==> src/rtl/core/bdq_pkg.sv <==
// ----------------------------------------------------------------------------
// Bounded deque package
// Shared constants for the bounded deque: default depth, field widths,
// command codes and status codes.
// ----------------------------------------------------------------------------
package bdq_pkg;

   localparam int DEPTH_DEFAULT = 16;

   localparam int CMD_W    = 3;
   localparam int DATA_W   = 32;
   localparam int STATUS_W = 3;
   localparam int COUNT_W  = 5;

   localparam logic [CMD_W-1:0] CMD_PUSH_BACK  = 3'd0;
   localparam logic [CMD_W-1:0] CMD_PUSH_FRONT = 3'd1;
   localparam logic [CMD_W-1:0] CMD_POP_BACK   = 3'd2;
   localparam logic [CMD_W-1:0] CMD_POP_FRONT  = 3'd3;
   localparam logic [CMD_W-1:0] CMD_REMOVE     = 3'd4;
   localparam logic [CMD_W-1:0] CMD_READ_POS   = 3'd5;

   localparam logic [STATUS_W-1:0] ST_OK       = 3'd0;
   localparam logic [STATUS_W-1:0] ST_EMPTY    = 3'd1;
   localparam logic [STATUS_W-1:0] ST_FULL     = 3'd2;
   localparam logic [STATUS_W-1:0] ST_NOTFOUND = 3'd3;
   localparam logic [STATUS_W-1:0] ST_RANGE    = 3'd4;

endpackage

==> src/rtl/core/bounded_deque_with_value_removal_top.sv <==
// ----------------------------------------------------------------------------
// Bounded deque with value removal
// Double-ended queue of signed 32-bit values held in a circular on-chip
// store, with push and pop at both ends, removal of the first matching value
// and read by position.
// ----------------------------------------------------------------------------
// One request is handled at a time, and a new request is taken while the
// previous response still waits in the output register. Pushes and rejected
// requests go straight to the response state; pops and reads first pass
// through a read state to wait for the store's registered read port. A
// removal scans one entry per cycle from the front and then moves each later
// entry one place forward, one per cycle. The store has a single read port.
// The store needs no clearing after reset.
// ----------------------------------------------------------------------------
module bounded_deque_with_value_removal_top #(
   parameter int DEPTH = bdq_pkg::DEPTH_DEFAULT
) (
   input  logic        clock,
   input  logic        reset,
   input  logic        req_tvalid,
   output logic        req_tready,
   input  logic [2:0]  req_tuser,   // [2:0] command
   input  logic [31:0] req_tdata,   // [31:0] operand
   output logic        rsp_tvalid,
   input  logic        rsp_tready,
   output logic [2:0]  rsp_tuser,   // [2:0] status
   output logic [39:0] rsp_tdata    // [31:0] data, [36:32] count, [39:37] zero
);

   localparam int PW = (DEPTH > 1) ? $clog2(DEPTH) : 1;
   localparam int CW = $clog2(DEPTH + 1);

   typedef enum logic [2:0] {
      S_IDLE,
      S_READ,
      S_SEARCH,
      S_SHIFT,
      S_RESP
   } state_type;

   state_type                      state_ff;
   logic [PW-1:0]                  head_ff;
   logic [CW-1:0]                  occ_ff;
   logic [bdq_pkg::CMD_W-1:0]      cmd_ff;
   logic [bdq_pkg::DATA_W-1:0]     val_ff;
   logic [CW-1:0]                  k_ff;
   logic [CW-1:0]                  rptr_ff;
   logic [CW-1:0]                  wptr_ff;
   logic                           pend_ff;
   logic [bdq_pkg::STATUS_W-1:0]   res_status_ff;
   logic [bdq_pkg::DATA_W-1:0]     res_data_ff;
   logic                           rsp_valid_ff;
   logic [bdq_pkg::STATUS_W-1:0]   rsp_status_ff;
   logic [bdq_pkg::DATA_W-1:0]     rsp_data_ff;
   logic [bdq_pkg::COUNT_W-1:0]    rsp_count_ff;

   logic [bdq_pkg::DATA_W-1:0]     mem [DEPTH];
   logic [bdq_pkg::DATA_W-1:0]     rd_data_ff;
   logic                           mem_we;
   logic [PW-1:0]                  mem_waddr;
   logic [bdq_pkg::DATA_W-1:0]     mem_wdata;
   logic [PW-1:0]                  mem_raddr;

   logic                           is_full;
   logic                           is_empty;
   logic                           pos_bad;
   logic [PW-1:0]                  head_dec;
   logic [CW-1:0]                  pos_idx;

   function automatic logic [PW-1:0] slot_of(input logic [PW-1:0] hd,
                                             input logic [CW-1:0] k);
      logic [CW:0] s;
      s = (CW+1)'(hd) + (CW+1)'(k);
      if (s >= (CW+1)'(DEPTH)) begin
         s = s - (CW+1)'(DEPTH);
      end
      return s[PW-1:0];
   endfunction

   assign is_full  = (occ_ff == CW'(DEPTH));
   assign is_empty = (occ_ff == '0);
   assign pos_bad  = req_tdata[31] || (req_tdata == '0) || (req_tdata > 32'(occ_ff));
   assign head_dec = (head_ff == '0) ? PW'(DEPTH - 1) : head_ff - 1'b1;
   assign pos_idx  = req_tdata[CW-1:0] - 1'b1;

   assign req_tready = (state_ff == S_IDLE);
   assign rsp_tvalid = rsp_valid_ff;
   assign rsp_tuser  = rsp_status_ff;
   assign rsp_tdata  = {3'b000, rsp_count_ff, rsp_data_ff};

   always_comb begin
      mem_we    = 1'b0;
      mem_waddr = slot_of(head_ff, occ_ff);
      mem_wdata = req_tdata;
      mem_raddr = slot_of(head_ff, k_ff);
      case (state_ff)
         S_IDLE: begin
            case (req_tuser)
               bdq_pkg::CMD_PUSH_BACK: begin
                  mem_we = req_tvalid && !is_full;
               end
               bdq_pkg::CMD_PUSH_FRONT: begin
                  mem_we    = req_tvalid && !is_full;
                  mem_waddr = head_dec;
               end
               bdq_pkg::CMD_POP_BACK: begin
                  mem_raddr = slot_of(head_ff, occ_ff - 1'b1);
               end
               bdq_pkg::CMD_POP_FRONT: begin
                  mem_raddr = head_ff;
               end
               bdq_pkg::CMD_READ_POS: begin
                  mem_raddr = slot_of(head_ff, pos_idx);
               end
               default: begin
               end
            endcase
         end
         S_SEARCH: begin
            mem_raddr = slot_of(head_ff, k_ff);
         end
         S_SHIFT: begin
            mem_raddr = slot_of(head_ff, rptr_ff);
            mem_we    = pend_ff;
            mem_waddr = slot_of(head_ff, wptr_ff);
            mem_wdata = rd_data_ff;
         end
         default: begin
         end
      endcase
   end

   always_ff @(posedge clock) begin
      if (mem_we) begin
         mem[mem_waddr] <= mem_wdata;
      end
      rd_data_ff <= mem[mem_raddr];
   end

   always_ff @(posedge clock) begin
      if (reset) begin
         state_ff     <= S_IDLE;
         head_ff      <= '0;
         occ_ff       <= '0;
         pend_ff      <= 1'b0;
         rsp_valid_ff <= 1'b0;
      end else begin
         if (rsp_valid_ff && rsp_tready) begin
            rsp_valid_ff <= 1'b0;
         end
         case (state_ff)
            S_IDLE: begin
               if (req_tvalid) begin
                  cmd_ff        <= req_tuser;
                  val_ff        <= req_tdata;
                  res_status_ff <= bdq_pkg::ST_OK;
                  res_data_ff   <= '0;
                  state_ff      <= S_RESP;
                  case (req_tuser)
                     bdq_pkg::CMD_PUSH_BACK: begin
                        if (is_full) begin
                           res_status_ff <= bdq_pkg::ST_FULL;
                        end else begin
                           occ_ff <= occ_ff + 1'b1;
                        end
                     end
                     bdq_pkg::CMD_PUSH_FRONT: begin
                        if (is_full) begin
                           res_status_ff <= bdq_pkg::ST_FULL;
                        end else begin
                           head_ff <= head_dec;
                           occ_ff  <= occ_ff + 1'b1;
                        end
                     end
                     bdq_pkg::CMD_POP_BACK, bdq_pkg::CMD_POP_FRONT: begin
                        if (is_empty) begin
                           res_status_ff <= bdq_pkg::ST_EMPTY;
                        end else begin
                           state_ff <= S_READ;
                        end
                     end
                     bdq_pkg::CMD_REMOVE: begin
                        if (is_empty) begin
                           res_status_ff <= bdq_pkg::ST_EMPTY;
                        end else begin
                           k_ff     <= '0;
                           pend_ff  <= 1'b0;
                           state_ff <= S_SEARCH;
                        end
                     end
                     bdq_pkg::CMD_READ_POS: begin
                        if (pos_bad) begin
                           res_status_ff <= bdq_pkg::ST_RANGE;
                        end else begin
                           state_ff <= S_READ;
                        end
                     end
                     default: begin
                     end
                  endcase
               end
            end
            S_READ: begin
               res_data_ff <= rd_data_ff;
               if (cmd_ff == bdq_pkg::CMD_POP_BACK) begin
                  occ_ff <= occ_ff - 1'b1;
               end else if (cmd_ff == bdq_pkg::CMD_POP_FRONT) begin
                  head_ff <= slot_of(head_ff, CW'(1));
                  occ_ff  <= occ_ff - 1'b1;
               end
               state_ff <= S_RESP;
            end
            S_SEARCH: begin
               k_ff    <= k_ff + 1'b1;
               pend_ff <= 1'b1;
               if (pend_ff && (rd_data_ff == val_ff)) begin
                  res_data_ff <= rd_data_ff;
                  rptr_ff     <= k_ff;
                  wptr_ff     <= k_ff - 1'b1;
                  pend_ff     <= 1'b0;
                  state_ff    <= S_SHIFT;
               end else if (pend_ff && (k_ff == occ_ff)) begin
                  res_status_ff <= bdq_pkg::ST_NOTFOUND;
                  pend_ff       <= 1'b0;
                  state_ff      <= S_RESP;
               end
            end
            S_SHIFT: begin
               if (rptr_ff < occ_ff) begin
                  rptr_ff <= rptr_ff + 1'b1;
               end
               if (pend_ff) begin
                  wptr_ff <= wptr_ff + 1'b1;
               end
               pend_ff <= (rptr_ff < occ_ff);
               if (!pend_ff && (rptr_ff >= occ_ff)) begin
                  occ_ff   <= occ_ff - 1'b1;
                  state_ff <= S_RESP;
               end
            end
            S_RESP: begin
               if (!rsp_valid_ff || rsp_tready) begin
                  rsp_valid_ff  <= 1'b1;
                  rsp_status_ff <= res_status_ff;
                  rsp_data_ff   <= res_data_ff;
                  rsp_count_ff  <= bdq_pkg::COUNT_W'(occ_ff);
                  state_ff      <= S_IDLE;
               end
            end
            default: begin
               state_ff <= S_IDLE;
            end
         endcase
      end
   end

   a_occ_bound: assert property (@(posedge clock) disable iff (reset)
      occ_ff <= CW'(DEPTH))
      else $error("Occupancy exceeds the depth.");

   a_head_bound: assert property (@(posedge clock) disable iff (reset)
      head_ff <= PW'(DEPTH - 1))
      else $error("Head index is outside the store.");

   a_push_grows: assert property (@(posedge clock) disable iff (reset)
      (req_tvalid && req_tready && (req_tuser == bdq_pkg::CMD_PUSH_BACK) && !is_full)
      |=> (occ_ff == CW'($past(occ_ff) + 1'b1)))
      else $error("Accepted push did not grow the occupancy.");

   a_shift_order: assert property (@(posedge clock) disable iff (reset)
      (state_ff == S_SHIFT) |-> (wptr_ff < rptr_ff))
      else $error("Gap closing writes at or past its read position.");

endmodule
==> config.mk <==
export PLATFORM = sky130hd
export DESIGN_NAME = bounded_deque_with_value_removal_top
export DESIGN_NICKNAME = d
export VERILOG_FILES = /design/src/rtl/core/bdq_pkg.sv /design/src/rtl/core/bounded_deque_with_value_removal_top.sv
export SDC_FILE = /design/constraint.sdc
export NUM_CORES = 1
export LEC_CHECK = 0
export BUFFER_PORTS_ARGS = -buffer_cell sky130_fd_sc_hd__buf_2
export CORE_ASPECT_RATIO = 1.1
export CORE_MARGIN = 2
export CORE_UTILIZATION = 62
export DETAILED_ROUTE_END_ITERATION = 7
export GPL_ROUTABILITY_DRIVEN = 0
export PLACE_DENSITY = 0.8
export SYNTH_ARGS = -nofsm -noshare
export SYNTH_HDL_FRONTEND = slang
export SYNTH_SLANG_ARGS = --single-unit
==> constraint.sdc <==
create_clock -name clock -period 9.2 [get_ports clock]
set_input_delay 1.38 -clock clock [delete_from_list [all_inputs] [get_ports clock]]
set_output_delay 1.38 -clock clock [all_outputs]
set_load 0.02 [all_outputs]
==> impl_metrics.ini, run 1 <==
[sta]
fmaxAchievable_mhz = 198.1
whs_ns = 0.4102
fin_ws_ns = 4.151
worst_slew_pin_slew_ns = 1.111
tns_ns = 0
fin_skew_ns = 0.02422
rsz0062_at_grt = no
finalHoldViolations = 0
post-route-period-util = 0.5488
setup_viol = 0
final-max-slew-violation-count = 0
max_slew_margin = 0.2596
layout_min_cycle_time_ns = 5.049

[setup_path]
worstPathRequired_ns = 9.67
critPathLaunchType = primary input
crit_path_frequent_cell = mux2i_1
worstPathArrival_ns = 5.52
cp-end-kind = register
path_depth = 14
cp_max_fo = 82
cp_cell_sequence = buf_2 -> nand3b_1 -> nor2_1 -> a21oi_1 -> ha_1 -> nor4bb_1 -> a311oi_1 -> o311ai_1 -> nand2_8 -> buf_4 -> mux2i_1 -> a22oi_1 -> nand2_1 -> mux2i_1
crit_path_top_delay_cell = buf_4
slowest_delay_ns = 0.98
cpLargestDelayFamily = simple AND/OR/NAND/NOR gates
rrSetupSlack_ns = 4.70
worst_r2r_path_depth = 9
crit_type = in -> reg
worst-path-buf-inv = 2

[route]
wl_met3_mm = 5.519
drt-initial-drc-count = 1764
firstDrtPassIters = 5
postRouteAntennaNets = 0
top_layer = met4
num_vias = 15880
drc = 0
wl_met1_mm = 25.04
routed_wl_mm = 65.07
wl_per_cell_um = 25.85
wl_met2_mm = 31.71
drt-vias-per-instance = 6.309

[global_route]
grt_pass1_vias = 16045
gr-total-overflow = 0
track_usage = 0.2755
grt_max_degree = 83
grt_pass1_wl_mm = 97.24
antenna_found_initial = 0

[floorplanning]
dieArea_sq_um = 47240
coreArea_sq_um = 44690
die_y_um = 227.7
io_pins = 84
start_util = 0.6313
die_w_um = 207.4
num_rows = 81

[logic_synthesis]
avgSynthCellArea_sq_um = 15.68
synth_cells = 1800
postSynth.asyncResetShare = 0
yosys.area.top_type_share = 0.6768
ys_types = 62
ys_ff_latch = 682
ys_warn_count = 0
synthesis.area_sq_um = 28220
ys_seq_area_frac = 0.7095
netlist_top_cells_area = edfxtp_1, mux2i_1, a22oi_1
synth_edf_count = 636
yosys.area.top_type = edfxtp_1
synth-main-ff-cell = edfxtp_1

[cells_and_area]
layout-drive-gt1-share = 0.1265
fillers = 2837
antennaDiodeCount = 0
final_nets = 1969
syn_to_final_growth_pct = 10.37
final_area_sq_um = 31140
post_layout_nonfiller_instances = 2517

[clock_network]
htree_num_levels = 2
insertion_delay_ns = 0.64
clk_pin_slew_ns = 0.06
clock_sinks = 682
cts_made_buffers = 61
post-cts-setup-buffers = 0
clock_path_buffers = 3
root_buffer = clkbuf_16
cts_tree = built
cts.repair.resized = 0
ctsHoldBuffers = 0

[job]
cap_violations = 0

[pwr]
power.leakage_nw = 11.29
vdd.ir_drop.worst_uv = 215.0
powerDensity_nw_per_um2 = 294.5

[placed_design]
dp_hpwl_mm = 36.05
numPortBuffers = 80
pre_cts_ws_ns = 3.616
numPlacedInstances = 2404
placed_area_sq_um = 29140

[hold_path]
hold_path_class = reg -> reg
holdPathStages = 0

[outcome]
status = finished, final reports clean
[synth_stat cells, types with 24 or more instances]
library cell  number
a21oi_1           27
o21ai_0           24
mux2i_1          293
a22oi_1          129
nand2_1          188
nor2_1            51
buf_2             31
ha_1              39
dfxtp_1           46
nor2b_1           37
edfxtp_1         636
xnor2_1           56
inv_1             26
[through the flow]
stage	power (W)	utilization
after floorplan	0.006035	-
after detailed placement	0.006660	0.6519
after global placement	0.006594	0.6519
after CTS	0.009178	0.6968
after global routing	0.009531	0.6968
final	0.009173	0.6968
[power breakdown]
group          internal (W)  total (W)  switching, W
Sequential          0.00364    0.00380      0.000163
Clock               0.00144    0.00254       0.00109
Combinational       0.00110    0.00283       0.00173
Total               0.00619    0.00917       0.00299
[worst paths after layout]
kind / startpoint / end
worst min register to register: res_data_ff[11] / rsp_data_ff[11]
worst max register to register: state_ff[1] / rd_data_ff[11]
worst min-delay path: res_data_ff[11] / rsp_data_ff[11]
worst max-delay path: req_tuser[1] / rd_data_ff[11]
[worst reg2reg max path, cell delays in order, from the launching register on]
cell and delay (ns):
dfxtp_1 0.64, and3b_2 0.28, buf_4 0.62, a22oi_1 0.38, nand2_8 0.68, buf_4 1.09
mux2i_1 0.35, a22oi_1 0.11, nand2_1 0.12, mux2i_1 0.08
[state kept, by name, summed over array words and instances, names as in the netlist]
name	flops
rd_data_ff	32
rsp_tvalid	1
mem	512
rptr_ff	5
wptr_ff	4
pend_ff	1
val_ff	32
k_ff	5
state_ff	3
rsp_count_ff	5
res_status_ff	3
rsp_data_ff	32
head_ff	4
cmd_ff	3
rsp_tuser	3
res_data_ff	32
occ_ff	5
[layer usage]
metal	track usage	vias up
met1	0.3669	7896
li1	-	7014
met2	0.4556	790
met4	0.1237	0
met5	0	-
met3	0.03947	180
[cell families after synthesis]
| group | Yosys count | share of synthesized area |
|---|---|---|
| AOI/OAI and AO/OA | 228 | 0.05769 |
| xor gates and xnor gates | 71 | 0.02204 |
| adders and majority gates | 44 | 0.02084 |
| buffers and inverters | 118 | 0.02545 |
| DFF | 682 | 0.7095 |
| muxes | 293 | 0.1039 |
| other | 1 | 0.0001329 |
| and+or+nand+nor | 363 | 0.06044 |
[placed cells by master, fill, tap and decap left out, drive strengths merged, types with 3 or more instances in the layout]
master,n
edfxtp,636
mux2i,293
nand2,189
a22oi,129
buf,112
clkbuf,82
xnor2,56
nor2,55
dfxtp,46
ha,39
nor2b,37
a21oi,28
inv,28
o21ai,26
clkinv,22
xor2,15
nand3,12
nor4,11
nand4,10
nor3,9
nand2b,8
and3,7
and2,7
a21o,6
a31oi,6
bufinv,6
o31ai,5
fa,5
a211oi,4
or3,3
o22ai,3
nor4b,3
or2,3
conb,3
and3b,3
a221o,3
a2111oi,3
a221oi,3
[final cells by class]
class,count,area [sq um],share of cell area
Clock buffer,82,1675,0.05379
Clock inverter,31,330.3,0.01061
Inverter,27,101.3,0.003254
Multi-Input combinational cell,1002,7650,0.2456
Sequential cell,682,20020,0.6428
Tap cell,581,726.9,0.02334
Timing Repair Buffer,112,640.6,0.02057
Note: power is estimated with default switching activity, not from simulation.
==> inputs of run 2 (changes only) <==
==> constraint.sdc (replaced) <==
create_clock -name clock -period 5 [get_ports clock]
set_input_delay 0.75 -clock clock [delete_from_list [all_inputs] [get_ports clock]]
set_output_delay 0.75 -clock clock [all_outputs]
set_load 0.02 [all_outputs]
==> impl_metrics.ini, run 2 (synthesis gave the netlist of run 1 again) <==
[outcome]
status = finished, final reports clean

[sta]
fin_skew_ns = 0.03088
final-max-slew-violation-count = 0
post-route-period-util = 0.8004
finalHoldViolations = 0
setup_viol = 0
tns_ns = 0
rsz0062_at_grt = no
layout_min_cycle_time_ns = 4.002
fmaxAchievable_mhz = 249.9
max_slew_margin = 0.2554
worst_slew_pin_slew_ns = 1.107

[setup_path]
crit_type = reg -> reg
r2r_end = mem[8][26]
cp_cell_sequence = inv_1 -> fa_1 -> xnor2_1 -> o21ai_0 -> a31oi_1 -> a221oi_1 -> nand2b_1 -> nor2_4 -> buf_12
critPathLaunchType = register
worst-path-buf-inv = 2
r2r_start = head_ff[1]
worstPathRequired_ns = 5.28
rrSetupSlack_ns = 1.0
worstPathArrival_ns = 4.28
cpLargestDelayFamily = simple AND/OR/NAND/NOR gates
cp_max_fo = 18
cp-end-kind = register
crit_path_top_delay_cell = nor2_4
slowest_delay_ns = 0.71
worst_r2r_path_depth = 9

[pwr]
vdd.ir_drop.worst_uv = 561.0
powerDensity_nw_per_um2 = 549.0
power.leakage_nw = 11.45

[hold_path]
holdPathStages = 1
holdPathEnd = val_ff[19]
hold_path_class = in -> reg
hp-start = req_tdata[19]

[clock_network]
htree_num_levels = 3
clk_pin_slew_ns = 0.06
root_buffer = clkbuf_16
cts_tree = built
cts.repair.resized = 0
insertion_delay_ns = 0.61
post-cts-setup-buffers = 0
cts_made_buffers = 67
clock_path_buffers = 3
ctsHoldBuffers = 0
clock_sinks = 682

[cells_and_area]
antennaDiodeCount = 0
regMostFlops = mem
multiInputGateArea_sq_um = 7662
final_nets = 1985
syn_to_final_growth_pct = 11.83
final_common_cell = edfxtp_1
layout-drive-gt1-share = 0.1291
seq_area_sq_um = 20020
finish.utilization = 0.7060
final_cell_mix = edfxtp_1, mux2i_1, nand2_1
fillers = 2794
post_layout_nonfiller_instances = 2533
largest_register_ffs = 512

[global_route]
grt_max_degree = 65
grt-busiest-layer = met2
gr-usage-met1 = 0.3678
grt_pass1_vias = 16137
grt_use_met3 = 0.04401
grt_pass1_wl_mm = 98.18
track_usage = 0.2775
gr-total-overflow = 0
antenna_found_initial = 0
gr-usage-met2 = 0.4566

[floorplanning]
die_w_um = 207.4
coreArea_sq_um = 44690
die_y_um = 227.7
num_rows = 81
io_pins = 84
dieArea_sq_um = 47240
start_util = 0.6313

[route]
num_vias = 16167
drt-initial-drc-count = 1783
postRouteAntennaNets = 0
drc = 0
routed_wl_mm = 65.57
firstDrtPassIters = 6
wl_per_cell_um = 25.89
drt-vias-per-instance = 6.383

[placed_design]
numPortBuffers = 80
numPlacedInstances = 2414
dp_hpwl_mm = 38.27

[job]
cap_violations = 0
==> run 2: how the worst max path moves through the flow <==
stage	endpoint	start	slack, ns	cells after the start
2_1_floorplan	rsp_count_ff[0]	reset	0.78	2
3_3_place_gp	rd_data_ff[20]	req_tuser[1]	1.04	14
3_5_place_dp	rd_data_ff[18]	req_tuser[1]	0.92	14
4_1_cts	mem[8][26]	head_ff[1]	1.03	9
5_1_grt	mem[8][26]	head_ff[1]	0.75	9
6_report	mem[8][26]	head_ff[1]	1.0	9
==> run 2: area by class of cell <==
| class | count | area share |
|---|---|---|
| Clock inverter | 29 | 0.009239 |
| Inverter | 27 | 0.003212 |
| Timing Repair Buffer | 122 | 0.02942 |
| Multi-Input combinational cell | 1002 | 0.2428 |
| Clock buffer | 90 | 0.05781 |
| Sequential cell | 682 | 0.6344 |
| Tap cell | 581 | 0.02304 |
==> run 2: metrics by stage <==
| step | cell area, sq um | hold WS [ns] | power (W) | setup slack (ns) |
|---|---|---|---|---|
| global placement | 29440 | 0.4008 | 0.01226 | 1.045 |
| CTS | 31550 | 0.3291 | 0.01730 | 1.034 |
| floorplan | 28230 | 0.4003 | 0.01110 | 0.7815 |
| finish | 31550 | 0.3546 | 0.01732 | 0.9980 |
| global route | 31550 | 0.3465 | 0.01796 | 0.7467 |
| detailed placement | 29440 | 0.4045 | 0.01243 | 0.9153 |
==> run 2: per-layer routing <==
metal  wire [um]  share of wire  vias up
met5           0              0        -
met4        2594          0.040        0
met3        5130          0.078      170
met2       32400           0.49      810
met1       25450           0.39     8134
li1            -              -     7053
==> run 2: power breakdown <==
group | switching [W] | total [W] | internal, W
logic | 0.00327 | 0.00542 | 0.00215
registers | 0.000313 | 0.00701 | 0.00669
clock network | 0.00206 | 0.00489 | 0.00283
total | 0.00565 | 0.0173 | 0.0117
